### src/hdl/aps_pkg.sv
`timescale 1ns / 1ps
// ----------------------------------------------------------------------------
// aps_pkg
// Shared types and codes of the aging process scheduler.
// ----------------------------------------------------------------------------
package aps_pkg;

   localparam int OPCODE_BITS   = 2;
   localparam int IN_CHAN_BITS  = 16;
   localparam int OUT_SLOT_BITS = 3;

   localparam logic [OPCODE_BITS-1:0] OP_TICK   = 2'd0;
   localparam logic [OPCODE_BITS-1:0] OP_WAIT   = 2'd1;
   localparam logic [OPCODE_BITS-1:0] OP_WAKEUP = 2'd2;
   localparam logic [OPCODE_BITS-1:0] OP_SPAWN  = 2'd3;

   typedef enum logic [1:0] {
      ST_DEAD = 2'd0,
      ST_RUN  = 2'd1,
      ST_WAIT = 2'd2
   } status_type;

   typedef enum logic [2:0] {
      CMD_NONE,
      CMD_TICK,
      CMD_WAIT,
      CMD_WAKE,
      CMD_PICK,
      CMD_CLAIM
   } cmd_type;

   typedef struct packed {
      logic valid;
      logic init;
      logic spawn;
      logic found;
   } scan_ctl_type;

endpackage

### src/hdl/aps_req_if.sv
`timescale 1ns / 1ps
// ----------------------------------------------------------------------------
// aps_req_if
// Request channel: scheduler operation and wait channel.
// ----------------------------------------------------------------------------
interface aps_req_if;
   import aps_pkg::*;

   logic                    valid;
   logic                    ready;
   logic [OPCODE_BITS-1:0]  opcode;
   logic [IN_CHAN_BITS-1:0] channel;

   modport source (output valid, output opcode, output channel, input ready);
   modport sink   (input valid, input opcode, input channel, output ready);
endinterface

### src/hdl/aps_rsp_if.sv
`timescale 1ns / 1ps
// ----------------------------------------------------------------------------
// aps_rsp_if
// Response channel: current slot, switch flag, spawn result.
// ----------------------------------------------------------------------------
interface aps_rsp_if;
   import aps_pkg::*;

   logic                     valid;
   logic                     ready;
   logic [OUT_SLOT_BITS-1:0] current;
   logic                     switched;
   logic [OUT_SLOT_BITS-1:0] new_slot;
   logic                     table_full;

   modport source (output valid, output current, output switched, output new_slot,
                   output table_full, input ready);
   modport sink   (input valid, input current, input switched, input new_slot,
                   input table_full, output ready);
endinterface

### src/hdl/aging_process_scheduler_unit.sv
`timescale 1ns / 1ps
// ----------------------------------------------------------------------------
// aging_process_scheduler_unit
// Aging task scheduler built as a chain of slot cells.
// ----------------------------------------------------------------------------
// Each slot lives in its own cell. A wakeup is applied to all cells at once
// in the apply state and goes straight on to the done state, which loads the
// output register. Tick, wait and spawn pass through launch, scan and commit
// first: a scan token goes down the cell chain, one cell per cycle, to find the
// oldest running slot (slot 0 seeds the search whatever its status, and a tie
// goes to the lower slot) or the first dead one, over the full chain.
// A new item is taken once the previous one is finished, even while its
// response still waits in the output register; the next item then stalls in
// its last cycle until that register is free.
// ----------------------------------------------------------------------------
module aging_process_scheduler_unit #(
   parameter int SLOTS        = 8,
   parameter int AGE_BITS     = 16,
   parameter int CHANNEL_BITS = 16
) (
   input  logic     clock,
   input  logic     reset,
   aps_req_if.sink   req_ch,
   aps_rsp_if.source rsp_ch
);
   import aps_pkg::*;

   localparam int SLOT_BITS = (SLOTS > 2) ? $clog2(SLOTS) : 1;

   typedef enum logic [2:0] {
      S_IDLE,
      S_APPLY,
      S_LAUNCH,
      S_SCAN,
      S_COMMIT,
      S_DONE
   } state_type;

   state_type               state_ff;
   logic [OPCODE_BITS-1:0]  op_ff;
   logic [CHANNEL_BITS-1:0] chan_ff;
   logic [SLOT_BITS-1:0]    current_ff;
   logic [SLOT_BITS-1:0]    before_ff;
   logic [SLOT_BITS-1:0]    pick_ff;
   logic                    found_ff;

   logic                     rsp_valid_ff;
   logic [OUT_SLOT_BITS-1:0] rsp_current_ff;
   logic                     rsp_switched_ff;
   logic [OUT_SLOT_BITS-1:0] rsp_new_slot_ff;
   logic                     rsp_full_ff;

   cmd_type              cmd;
   logic [SLOT_BITS-1:0] cmd_slot;
   logic                 is_spawn;

   scan_ctl_type         scan_ctl  [SLOTS+1];
   logic [AGE_BITS-1:0]  scan_age  [SLOTS+1];
   logic [SLOT_BITS-1:0] scan_pick [SLOTS+1];

   assign is_spawn = (op_ff == OP_SPAWN);

   always_comb begin
      cmd      = CMD_NONE;
      cmd_slot = current_ff;
      if (state_ff == S_APPLY) begin
         unique case (op_ff)
            OP_TICK:   cmd = CMD_TICK;
            OP_WAIT:   cmd = CMD_WAIT;
            OP_WAKEUP: cmd = CMD_WAKE;
            default:   cmd = CMD_NONE;
         endcase
      end else if (state_ff == S_COMMIT) begin
         cmd_slot = pick_ff;
         if (!is_spawn) begin
            cmd = CMD_PICK;
         end else if (found_ff) begin
            cmd = CMD_CLAIM;
         end
      end
   end

   // inject the scan token at the head of the chain
   always_comb begin
      scan_ctl[0].valid = (state_ff == S_LAUNCH);
      scan_ctl[0].init  = 1'b1;
      scan_ctl[0].spawn = is_spawn;
      scan_ctl[0].found = 1'b0;
      scan_age[0]       = '0;
      scan_pick[0]      = '0;
   end

   for (genvar i = 0; i < SLOTS; i++) begin : g_cell
      aps_cell #(
         .INDEX        (i),
         .SLOT_BITS    (SLOT_BITS),
         .AGE_BITS     (AGE_BITS),
         .CHANNEL_BITS (CHANNEL_BITS)
      ) u_cell (
         .clock         (clock),
         .reset         (reset),
         .cmd           (cmd),
         .cmd_slot      (cmd_slot),
         .cmd_chan      (chan_ff),
         .scan_ctl_in   (scan_ctl[i]),
         .scan_age_in   (scan_age[i]),
         .scan_pick_in  (scan_pick[i]),
         .scan_ctl_out  (scan_ctl[i+1]),
         .scan_age_out  (scan_age[i+1]),
         .scan_pick_out (scan_pick[i+1])
      );
   end

   always_ff @(posedge clock) begin
      if (reset) begin
         state_ff     <= S_IDLE;
         current_ff   <= '0;
         rsp_valid_ff <= 1'b0;
      end else begin
         if (rsp_valid_ff && rsp_ch.ready && state_ff != S_DONE) begin
            rsp_valid_ff <= 1'b0;
         end
         unique case (state_ff)
            S_IDLE: begin
               if (req_ch.valid) begin
                  op_ff     <= req_ch.opcode;
                  chan_ff   <= CHANNEL_BITS'(req_ch.channel);
                  before_ff <= current_ff;
                  state_ff  <= S_APPLY;
               end
            end
            S_APPLY: begin
               found_ff <= 1'b0;
               state_ff <= (op_ff == OP_WAKEUP) ? S_DONE : S_LAUNCH;
            end
            S_LAUNCH: state_ff <= S_SCAN;
            S_SCAN: begin
               if (scan_ctl[SLOTS].valid) begin
                  pick_ff  <= scan_pick[SLOTS];
                  found_ff <= scan_ctl[SLOTS].found;
                  state_ff <= S_COMMIT;
               end
            end
            S_COMMIT: begin
               if (!is_spawn) begin
                  current_ff <= pick_ff;
               end
               state_ff <= S_DONE;
            end
            S_DONE: begin
               if (!rsp_valid_ff || rsp_ch.ready) begin
                  rsp_valid_ff    <= 1'b1;
                  rsp_current_ff  <= OUT_SLOT_BITS'(current_ff);
                  rsp_switched_ff <= (current_ff != before_ff);
                  rsp_new_slot_ff <= (is_spawn && found_ff) ? OUT_SLOT_BITS'(pick_ff) : '0;
                  rsp_full_ff     <= is_spawn && !found_ff;
                  state_ff        <= S_IDLE;
               end
            end
            default: state_ff <= S_IDLE;
         endcase
      end
   end

   assign req_ch.ready      = (state_ff == S_IDLE);
   assign rsp_ch.valid      = rsp_valid_ff;
   assign rsp_ch.current    = rsp_current_ff;
   assign rsp_ch.switched   = rsp_switched_ff;
   assign rsp_ch.new_slot   = rsp_new_slot_ff;
   assign rsp_ch.table_full = rsp_full_ff;

   a_scan_in_window: assert property (@(posedge clock) disable iff (reset)
      scan_ctl[SLOTS].valid |-> state_ff == S_SCAN)
      else $error("scan token left the chain outside the scan phase");

   a_current_in_range: assert property (@(posedge clock) disable iff (reset)
      current_ff <= SLOT_BITS'(SLOTS - 1))
      else $error("current slot out of range");

   a_switch_not_spawn: assert property (@(posedge clock) disable iff (reset)
      rsp_ch.valid && rsp_ch.switched |-> !rsp_ch.table_full && rsp_ch.new_slot == '0)
      else $error("switch reported together with a spawn result");

endmodule

### src/hdl/aps_cell.sv
`timescale 1ns / 1ps
// ----------------------------------------------------------------------------
// aps_cell
// One task slot: status, wait channel, age, and one stage of the scan chain.
// ----------------------------------------------------------------------------
module aps_cell #(
   parameter int INDEX        = 0,
   parameter int SLOT_BITS    = 3,
   parameter int AGE_BITS     = 16,
   parameter int CHANNEL_BITS = 16
) (
   input  logic                     clock,
   input  logic                     reset,
   input  aps_pkg::cmd_type         cmd,
   input  logic [SLOT_BITS-1:0]     cmd_slot,
   input  logic [CHANNEL_BITS-1:0]  cmd_chan,
   input  aps_pkg::scan_ctl_type    scan_ctl_in,
   input  logic [AGE_BITS-1:0]      scan_age_in,
   input  logic [SLOT_BITS-1:0]     scan_pick_in,
   output aps_pkg::scan_ctl_type    scan_ctl_out,
   output logic [AGE_BITS-1:0]      scan_age_out,
   output logic [SLOT_BITS-1:0]     scan_pick_out
);
   import aps_pkg::*;

   localparam logic [SLOT_BITS-1:0] MY_SLOT = SLOT_BITS'(INDEX);

   status_type              status_ff, status_in;
   logic [AGE_BITS-1:0]     age_ff, age_in, age_inc;
   logic [CHANNEL_BITS-1:0] chan_ff, chan_in;
   logic                    is_me;

   scan_ctl_type            sctl_ff, sctl_in;
   logic [AGE_BITS-1:0]     sage_ff, sage_in;
   logic [SLOT_BITS-1:0]    spick_ff, spick_in;

   assign is_me   = (cmd_slot == MY_SLOT);
   assign age_inc = (age_ff == '1) ? age_ff : age_ff + 1'b1;

   always_comb begin
      status_in = status_ff;
      age_in    = age_ff;
      chan_in   = chan_ff;
      case (cmd)
         CMD_TICK: age_in = age_inc;
         CMD_WAIT: begin
            if (is_me) begin
               status_in = ST_WAIT;
               chan_in   = cmd_chan;
            end else begin
               age_in = age_inc;
            end
         end
         CMD_WAKE: begin
            if (status_ff == ST_WAIT && chan_ff == cmd_chan) begin
               status_in = ST_RUN;
            end
         end
         CMD_PICK: begin
            if (is_me) begin
               age_in = '0;
            end
         end
         CMD_CLAIM: begin
            if (is_me) begin
               status_in = ST_RUN;
               age_in    = '0;
            end
         end
         default: ;
      endcase
   end

   // scan stage: spawn finds the first dead slot, a switch the oldest running one (seeded by cell 0)
   always_comb begin
      sctl_in      = scan_ctl_in;
      sctl_in.init = 1'b0;
      sage_in      = scan_age_in;
      spick_in     = scan_pick_in;
      if (scan_ctl_in.spawn) begin
         if (!scan_ctl_in.found && status_ff == ST_DEAD) begin
            sctl_in.found = 1'b1;
            spick_in      = MY_SLOT;
         end
      end else if (scan_ctl_in.init) begin
         sage_in  = age_ff;
         spick_in = MY_SLOT;
      end else if (status_ff == ST_RUN && scan_age_in < age_ff) begin
         sage_in  = age_ff;
         spick_in = MY_SLOT;
      end
   end

   always_ff @(posedge clock) begin
      if (reset) begin
         status_ff     <= (INDEX < 2) ? ST_RUN : ST_DEAD;
         age_ff        <= '0;
         sctl_ff.valid <= 1'b0;
      end else begin
         status_ff     <= status_in;
         age_ff        <= age_in;
         sctl_ff.valid <= sctl_in.valid;
      end
      chan_ff       <= chan_in;
      sctl_ff.init  <= sctl_in.init;
      sctl_ff.spawn <= sctl_in.spawn;
      sctl_ff.found <= sctl_in.found;
      sage_ff       <= sage_in;
      spick_ff      <= spick_in;
   end

   assign scan_ctl_out  = sctl_ff;
   assign scan_age_out  = sage_ff;
   assign scan_pick_out = spick_ff;

endmodule
### src/flat_wrapper.sv
// flat-port wrapper written by rule: the top's interface ports become plain ports
module aging_process_scheduler_unit_flat import aps_pkg::*;
#(
   parameter int SLOTS        = 8,
   parameter int AGE_BITS     = 16,
   parameter int CHANNEL_BITS = 16
)
  (clock, reset, req_ch_valid, req_ch_opcode, req_ch_channel, req_ch_ready, rsp_ch_valid, rsp_ch_current, rsp_ch_switched, rsp_ch_new_slot, rsp_ch_table_full, rsp_ch_ready);
  aps_req_if req_ch_i ();
  aps_rsp_if rsp_ch_i ();
  input  logic clock;
  input  logic reset;
  input wire logic [$bits(req_ch_i.valid)-1:0] req_ch_valid;
  input wire logic [$bits(req_ch_i.opcode)-1:0] req_ch_opcode;
  input wire logic [$bits(req_ch_i.channel)-1:0] req_ch_channel;
  output wire logic [$bits(req_ch_i.ready)-1:0] req_ch_ready;
  output wire logic [$bits(rsp_ch_i.valid)-1:0] rsp_ch_valid;
  output wire logic [$bits(rsp_ch_i.current)-1:0] rsp_ch_current;
  output wire logic [$bits(rsp_ch_i.switched)-1:0] rsp_ch_switched;
  output wire logic [$bits(rsp_ch_i.new_slot)-1:0] rsp_ch_new_slot;
  output wire logic [$bits(rsp_ch_i.table_full)-1:0] rsp_ch_table_full;
  input wire logic [$bits(rsp_ch_i.ready)-1:0] rsp_ch_ready;
  assign req_ch_i.valid = req_ch_valid;
  assign req_ch_i.opcode = req_ch_opcode;
  assign req_ch_i.channel = req_ch_channel;
  assign req_ch_ready = req_ch_i.ready;
  assign rsp_ch_valid = rsp_ch_i.valid;
  assign rsp_ch_current = rsp_ch_i.current;
  assign rsp_ch_switched = rsp_ch_i.switched;
  assign rsp_ch_new_slot = rsp_ch_i.new_slot;
  assign rsp_ch_table_full = rsp_ch_i.table_full;
  assign rsp_ch_i.ready = rsp_ch_ready;
  aging_process_scheduler_unit #(.SLOTS(SLOTS), .AGE_BITS(AGE_BITS), .CHANNEL_BITS(CHANNEL_BITS)) u_core (.clock(clock), .reset(reset), .req_ch(req_ch_i), .rsp_ch(rsp_ch_i));
endmodule
### config.mk
export PLATFORM = sky130hd
export DESIGN_NAME = aging_process_scheduler_unit_flat
export DESIGN_NICKNAME = d
export VERILOG_FILES = /design/src/hdl/aps_pkg.sv /design/src/hdl/aps_req_if.sv /design/src/hdl/aps_rsp_if.sv /design/src/hdl/aging_process_scheduler_unit.sv /design/src/hdl/aps_cell.sv /design/src/flat_wrapper.sv
export SDC_FILE = /design/constraint.sdc
export NUM_CORES = 1
export LEC_CHECK = 0
export BUFFER_PORTS_ARGS = -buffer_cell sky130_fd_sc_hd__buf_4
export CAP_MARGIN = 20
export CORE_MARGIN = 5
export CORE_UTILIZATION = 65
export CTS_BUF_LIST = sky130_fd_sc_hd__clkbuf_4 sky130_fd_sc_hd__clkbuf_8 sky130_fd_sc_hd__clkbuf_16
export CTS_CLUSTER_DIAMETER = 120
export CTS_CLUSTER_SIZE = 14
export DETAILED_ROUTE_END_ITERATION = 7
export PLACE_DENSITY = 0.82
export SLEW_MARGIN = 10
export SYNTH_ARGS = -nofsm -noshare
export SYNTH_HDL_FRONTEND = slang
export SYNTH_SLANG_ARGS = --single-unit
export TNS_END_PERCENT = 100
### constraint.sdc
create_clock -name clock -period 5.6 [get_ports clock]
set_clock_uncertainty 0.1 [all_clocks]
set_input_delay 1.12 -clock clock [delete_from_list [all_inputs] [get_ports clock]]
set_output_delay 1.12 -clock clock [all_outputs]
set_load 0.05 [all_outputs]
# Word level (Yosys, flattened, before mapping)
# Index checks and enable logic that the tools add are counted.
# Widths: inputs -> output; s select.
# word_totals
rom_bits,0
n_memories,0
elab_cells,396
regBits,468
latch_bits,0
output_inout_bits,10
ram_bits,0
in_bits,22
# classes
mux,129
eq_ne,96
shift,0
order_cmp,7
div,0
bitwise_logic,2
n_addsub,8
n_mul,0
reduce_logical,81
# ops
cell,n
$mux 16,36
$pmux 16 s3,8
$add 16x1->16 const B,8
$eq 16x16->1,8
$eq 16x16->1 const B,8
$lt 16x16->1,7
$mux 3,29
$ne 2x2->1 const B,34
$pmux 2 s3,9
$mux 2,24
$reduce_and 3->1,13
$reduce_and 4->1,8
$logic_and 1x1->1,26
$eq 3x3->1 const B,8
$mux 1,21
$eq 2x2->1 const B,10
$eq 3x2->1 const B,6
$logic_not 2->1,9
$ne 2x1->1 const B,9
$pmux 3 s6,1
$reduce_and 2->1,9
$eq 2x1->1 const B,8
$eq 3x1->1 const B,3
$logic_not 1->1,9
other kinds (9),12

# Longest topological paths before layout
# Gate-level depths: netlist of the first run.
# depth
word_depth,8
mapped_depth,11
depth_no_buf,9

# By module
# From an unflattened synthesis of the first run, not the netlist that was laid out.
# hier_totals
cells_unflattened,2241
hier_area_um2,23760.3
# modules_own_cells
mod,cells_per_inst,instances,area_each_um2,seq_area_each_um2
aps_cell (u_core.g_cell[3].u_cell ...),269,2,2783.9,1281.2
aps_cell (u_core.g_cell[5].u_cell),267,1,2786.4,1281.2
aps_cell (u_core.g_cell[2].u_cell),265,1,2780.2,1281.2
aps_cell (u_core.g_cell[4].u_cell),266,1,2778.9,1281.2
aps_cell (u_core.g_cell[7].u_cell),268,1,2777.7,1281.2
aps_cell (u_core.g_cell[1].u_cell),266,1,2758.9,1281.2
aps_cell (u_core.g_cell[0].u_cell),263,1,2716.4,1281.2
aging_process_scheduler_unit,108,1,1594.0,1131.1

# Least setup slack after synthesis of the first run
# OpenSTA, ideal clock, no wires.
# synth_path
kind,flip-flop to flip-flop
start,reg u_core.state_ff[1]
end,"reg u_core.before_ff[0], enable pin"
arrival_ns,2.535
required_time_ns,5.120
path_buffers,2
setup_time_ns,0.380
synth_period_minus_slack_ns,3.015
setup_slack_ns,2.585
path_stages_with_launch,5
path_cell_list,dfxtp_1 > clkbuf_1 > clkbuf_1 > nor3_1 > and3b_1
# synth_between
elab_chain_len,2
# synth_lines
item,line,text
start: declaration,aging_process_scheduler_unit.sv:39,state_type state_ff;
start signal: assignment,aging_process_scheduler_unit.sv:134,state_ff <= (op_ff == OP_WAKEUP) ? S_DONE : S_LAUNCH;
$logic_not 3->1,--,
net req_ch_ready,flat_wrapper.sv:16,output wire logic [$bits(req_ch_i.ready)-1:0] req_ch_ready;
$reduce_and 3->1 (no line),--,
end signal: assignment,aging_process_scheduler_unit.sv:128,before_ff <= current_ff;
end: declaration,aging_process_scheduler_unit.sv:43,logic [SLOT_BITS-1:0] before_ff;
# The timed path passes the listed nets, and every way through them passes these cells.
# A chain may end at the register's enable or synchronous reset.

==> impl_metrics.ini, run 1 <==
[outcome]
status = finished clean

[yosys]
ys_ff_latch = 464
synth_cell_types = 70
synth_edf_count = 161
synth_top_cell_by_area = dfxtp_1
ys_seq_area_frac = 0.5120
synthMostInstantiatedCell = dfxtp_1
synth-async-reset-ratio = 0
synth_nets = 2135
synth_common_cells = dfxtp_1, xnor2_1, edfxtp_1, nor2_1, inv_1
yosys-top-cells-area = dfxtp_1, edfxtp_1, xnor2_1
synth_top_area_share = 0.2849
syn_avg_cell_area_um2 = 10.66
syn_area_mm2 = 0.02129
synthCells = 1997
synth_warnings = 0
ys.flop_type = dfxtp_1

[job]
maxCapViolations = 0

[clock_network]
clk_latency_ns = 0.55
clock_path_buffers = 3
cts_hold_buf = 0
cts_buffers = 39
cts.repair.resized = 0
cts_root_buf = clkbuf_16
htree_levels = 2
cts_sinks = 464
path_clk_slew_ns = 0.07
post_cts_buffers = 0
cts_tree = built

[global_route]
grt_pass1_wl_um = 75980
grt_usage = 0.2568
antenna_found_initial = 1
grt_max_degree = 61
grt_overflow = 0
grt_pass1_vias = 14790

[critical_path]
startpoint_type = register
cp_slowest_stage_delay_ns = 0.89
crit_start = u_core.op_ff[1]$_DFFE_PP_
worstReg2RegEnd = u_core.g_cell[2].u_cell.age_ff[15]$_SDFFE_PP0P_
worstPathArrival_ns = 4.41
endpoint_kind = register
critPathMaxFanout = 27
r2r-start = u_core.op_ff[1]$_DFFE_PP_
r2r_setup_slack_ns = 1.55
cp.required_ns = 5.96
crit_family = simple AND/OR/NAND/NOR gates
slowest_stage = nor2_1
cp_cell_sequence = ha_1, nand2b_1, inv_1, nor2_1, o22ai_1, or3_4, or3_1, a21oi_1
crit_type = reg2reg
rr_worst_depth = 8
critPathBufInv = 1

[detailed_routing]
drt_iter0_drc = 1185
detail_route.vias_per_cell = 6.000
detail-route-antenna-nets = 0
drt_wl_total_um = 46610
drc_errors = 0
firstDrtPassIters = 6
wire_per_inst_um = 18.85
vias = 14830

[hold_path]
worstHoldPathCells = 0
hp-start = u_core.g_cell[0].u_cell.scan_ctl_out[1]$_DFF_P_
min_path_type = reg2reg
min_to = u_core.g_cell[1].u_cell.scan_ctl_out[1]$_DFF_P_

[finish]
area_growth_pct = 8.386
fill_cells = 2261
regArea_mm2 = 0.01090
fin_nets = 2149
multiInputGateArea_mm2 = 0.009661
drive_above_1_share = 0.1148
antennaDiodeCount = 0

[timing]
worstMarginPinSlew_ns = 1.131
setup_slack_ns = 1.551
fin_crit_ns = 4.049
relSlewSlack = 0.2443
fmax_mhz = 247.0
tns_ns = 0
drv_slew = 0
setup_violations = 0
grt_setup_unrepaired = no
fin_crit_sh = 0.7230
hold_viol = 0

[floorplanning]
die-area_mm2 = 0.03648
initial_core_util = 0.6561
row_count = 66
fp.dieW_um = 191.0
ios = 32
core_mm2 = 0.03245
die_y_um = 191.0

[power]
leakagePower_nw = 8.300
pwr_density_cell_mw_per_mm2 = 284.6
irDropWorstVdd_mv = 0.3038

[place]
routabilityCongestion = 0.9048
port_buffers = 31
place_ws_ns = 1.706
hpwl_um = 32580
[worst reg2reg max path: stages, from the launching register on]
cell	delay, ns
edfxtp_1	0.42
ha_1	0.53
nand2b_1	0.40
inv_1	0.21
nor2_1	0.89
o22ai_1	0.43
or3_4	0.51
or3_1	0.35
a21oi_1	0.15
[sequential cells by signal (all words and copies together) (netlist names), 16 cells and up]
| signal | flops |
|---|---|
| u_core.chan_ff | 16 |
| u_core.g_cell.u_cell.age_ff | 128 |
| u_core.g_cell.u_cell.chan_ff | 128 |
| u_core.g_cell.u_cell.scan_age_out | 112 |
| u_core.g_cell.u_cell.scan_ctl_out | 23 |
| u_core.g_cell.u_cell.scan_pick_out | 17 |
| u_core.g_cell.u_cell.status_ff | 16 |
[how the worst max path moves through the flow]
stage	cells past startpoint	endpoint	slack, ns
2_1_floorplan	4	u_core.before_ff[0]$_DFFE_PP_	2.59
3_3_place_gp	8	u_core.g_cell[2].u_cell.age_ff[15]$_SDFFE_PP0P_	1.88
3_5_place_dp	8	u_core.g_cell[2].u_cell.age_ff[15]$_SDFFE_PP0P_	1.71
4_1_cts	8	u_core.g_cell[2].u_cell.age_ff[15]$_SDFFE_PP0P_	1.61
5_1_grt	8	u_core.g_cell[2].u_cell.age_ff[15]$_SDFFE_PP0P_	1.34
6_report	8	u_core.g_cell[2].u_cell.age_ff[15]$_SDFFE_PP0P_	1.55
[layer usage]
metal  wire length [um]  global-route usage  vias to the layer above
met1              19830              0.3374                     7160
li1                   -                   -                     7114
met4               1325             0.07597                        2
met3               2847             0.03671                      101
met2              22590              0.4448                      456
met5                 13                   0                        -
[kinds of logic after synthesis]
| kind of cell | after synthesis | synth area share |
|---|---|---|
| DFF | 464 | 0.5120 |
| AOI/OAI and AO/OA | 260 | 0.07651 |
| adders and majority gates | 116 | 0.06817 |
| xor gates and xnor gates | 214 | 0.08803 |
| and+or+nand+nor | 640 | 0.1628 |
| buffers and inverters | 193 | 0.03473 |
| muxes | 110 | 0.05777 |
[power by group]
| part | internal, W | total (W) | switching [W] |
|---|---|---|---|
| logic | 0.000143 | 0.000344 | 0.000200 |
| clock network | 0.00140 | 0.00257 | 0.00117 |
| registers | 0.00356 | 0.00365 | 0.0000961 |
[cell usage in the layout (no fill, tap or decap), types with 10 or more instances in the layout]
master / instances
dfxtp_1: 303
xnor2_1: 185
edfxtp_1: 161
nor2_1: 158
inv_1: 119
ha_1: 116
mux2_2: 99
nand2_1: 84
a21oi_1: 81
nand3_1: 71
o21ai_0: 68
nand4_1: 50
buf_4: 45
nor3_1: 41
nor4_1: 41
clkbuf_16: 40
nor2b_1: 37
a21o_1: 33
xor2_1: 29
or3_1: 25
a211oi_1: 22
and3_1: 20
and4_1: 19
nand2b_1: 18
clkbuf_4: 17
nor4b_1: 14
nor3b_1: 14
nand3b_1: 10
mux2i_1: 10
[cell type report]
type,instances,area share
multi-input cells,1340,0.4186
repair buffers,46,0.01486
clock buffers,57,0.04890
inverters,120,0.01952
flip-flops and latches,464,0.4724
clock inverters,3,0.001789
well taps,442,0.02396
[metrics by stage]
| step | total power [W] | std cells | hold WS, ns | area (um^2) | util |
|---|---|---|---|---|---|
| 2_1_floorplan | 0.003941 | 1997 | 0.2509 | 21290 | - |
| 3_3_place_gp | 0.004043 | 2410 | 0.2608 | 21890 | 0.6746 |
| 3_5_place_dp | 0.004061 | 2412 | 0.2629 | 21910 | 0.6750 |
| 4_1_cts | 0.006598 | 2472 | 0.2670 | 23080 | 0.7111 |
| 5_1_grt | 0.006787 | 2472 | 0.2731 | 23080 | 0.7111 |
| 6_report | 0.006568 | 2472 | 0.2706 | 23080 | 0.7111 |
Note: power is estimated with default switching activity, not from simulation.
==> inputs of run 2 (changes only) <==
--- a/config.mk
+++ b/config.mk
@@ -8,12 +8,12 @@
 export BUFFER_PORTS_ARGS = -buffer_cell sky130_fd_sc_hd__buf_4
 export CAP_MARGIN = 20
 export CORE_MARGIN = 5
-export CORE_UTILIZATION = 65
+export CORE_UTILIZATION = 63
 export CTS_BUF_LIST = sky130_fd_sc_hd__clkbuf_4 sky130_fd_sc_hd__clkbuf_8 sky130_fd_sc_hd__clkbuf_16
 export CTS_CLUSTER_DIAMETER = 120
 export CTS_CLUSTER_SIZE = 14
 export DETAILED_ROUTE_END_ITERATION = 7
-export PLACE_DENSITY = 0.82
+export PLACE_DENSITY = 0.8
 export SLEW_MARGIN = 10
 export SYNTH_ARGS = -nofsm -noshare
 export SYNTH_HDL_FRONTEND = slang
==> constraint.sdc (replaced) <==
create_clock -name clock -period 4.2 [get_ports clock]
set_clock_uncertainty 0.1 [all_clocks]
set_input_delay 0.84 -clock clock [delete_from_list [all_inputs] [get_ports clock]]
set_output_delay 0.84 -clock clock [all_outputs]
set_load 0.05 [all_outputs]
==> impl_metrics.ini, run 2 (synthesis gave the netlist of run 1 again) <==
[outcome]
status = finished clean

[clock_network]
htree_levels = 2
cts_tree = built
post_cts_buffers = 0
cts_root_buf = clkbuf_16
clk_latency_ns = 0.54
path_clk_slew_ns = 0.07
cts_sinks = 464
cts_hold_buf = 0
clock_path_buffers = 3
cts.repair.resized = 0
cts_buffers = 39

[finish]
fin_nets = 2155
multiInputGateArea_mm2 = 0.009664
fill_cells = 2433
regArea_mm2 = 0.01090
final_common_cell = dfxtp_1
final_cell_mix = dfxtp_1, xnor2_1, edfxtp_1, nor2_1, inv_1
fin_util = 0.6916
antennaDiodeCount = 0
drive_above_1_share = 0.1179
area_growth_pct = 8.650

[critical_path]
cp.required_ns = 4.50
cp_cell_sequence = or3b_1, mux2i_1, a221oi_1, nand4_1, xnor2_1, nor2_1
cp_slowest_stage_delay_ns = 0.98
startpoint_type = register
crit_type = reg2reg
crit_family = simple AND/OR/NAND/NOR gates
critPathBufInv = 0
critPathMaxFanout = 18
worstPathArrival_ns = 3.63
slowest_stage = a221oi_1
endpoint_kind = register

[detailed_routing]
drt_wl_total_um = 46500
firstDrtPassIters = 5
drc_errors = 0
detail-route-antenna-nets = 0
vias = 14830
wire_per_inst_um = 18.72
drt_iter0_drc = 1090
detail_route.vias_per_cell = 5.970

[timing]
fin_crit_ns = 3.331
relSlewSlack = 0.2826
drv_slew = 0
hold_viol = 0
tns_ns = 0
setup_violations = 0
worstMarginPinSlew_ns = 1.076
setup_slack_ns = 0.8685
fin_crit_sh = 0.7932
grt_setup_unrepaired = no
fmax_mhz = 300.2

[power]
power_w = 0.008758
leakagePower_nw = 8.333
pwr_density_cell_mw_per_mm2 = 378.6
irDropWorstVdd_mv = 0.3143

[floorplanning]
die_y_um = 193.8
fp.dieW_um = 193.8
initial_core_util = 0.6366
ios = 32
row_count = 67
core_mm2 = 0.03345
die-area_mm2 = 0.03757

[place]
place_ws_ns = 0.9807
routabilityCongestion = 0.8889
hpwl_um = 32330
port_buffers = 31

[hold_path]
min_path_type = reg2reg

[job]
maxCapViolations = 0

[global_route]
grt_max_degree = 61
grt_pass1_vias = 15010
antenna_found_initial = 0
grt_overflow = 0
grt_pass1_wl_um = 76450
grt_usage = 0.2444
-- run 2: through the flow --
stage                     hold slack (ns)  cells  cell area, um^2
after floorplan                    0.2509   1997            21290
after global placement             0.2628   2423            21950
after detailed placement           0.2645   2424            21960
after CTS                          0.2626   2484            23130
after global routing               0.2728   2484            23130
final                              0.2728   2484            23130
-- run 2: layout make-up --
type | instances | share of cell area
clock buffers | 57 | 0.04879
clock inverters | 3 | 0.001785
inverters | 120 | 0.01947
multi-input cells | 1340 | 0.4178
flip-flops and latches | 464 | 0.4712
well taps | 448 | 0.02423
repair buffers | 52 | 0.01677
-- run 2: power breakdown --
group	leakage, nW	switching (W)	total (W)	internal (W)
Clock	0.589	0.00156	0.00343	0.00187
Sequential	3.91	0.000118	0.00486	0.00474
Combinational	3.84	0.000279	0.000473	0.000194
-- run 2: path summary, 6_finish.rpt --
check | start | to | slack, ns | cells past startpoint
max | u_core.state_ff[0]$_SDFFE_PP0P_ | u_core.g_cell[7].u_cell.age_ff[15]$_SDFFE_PP0P_ | 0.87 | 6
max reg2reg | u_core.state_ff[0]$_SDFFE_PP0P_ | u_core.g_cell[7].u_cell.age_ff[15]$_SDFFE_PP0P_ | 0.87 | 6
min | u_core.g_cell[2].u_cell.scan_ctl_out[1]$_DFF_P_ | u_core.g_cell[3].u_cell.scan_ctl_out[1]$_DFF_P_ | 0.27 | 0
min reg2reg | u_core.g_cell[2].u_cell.scan_ctl_out[1]$_DFF_P_ | u_core.g_cell[3].u_cell.scan_ctl_out[1]$_DFF_P_ | 0.27 | 0
-- run 2: layer usage --
layer | global-route usage | part of all wire | vias to the layer above
li1 | - | - | 7136
met1 | 0.3263 | 0.44 | 7204
met2 | 0.4182 | 0.49 | 381
met3 | 0.03110 | 0.045 | 109
met4 | 0.07734 | 0.030 | 0
met5 | 0 | 0 | -
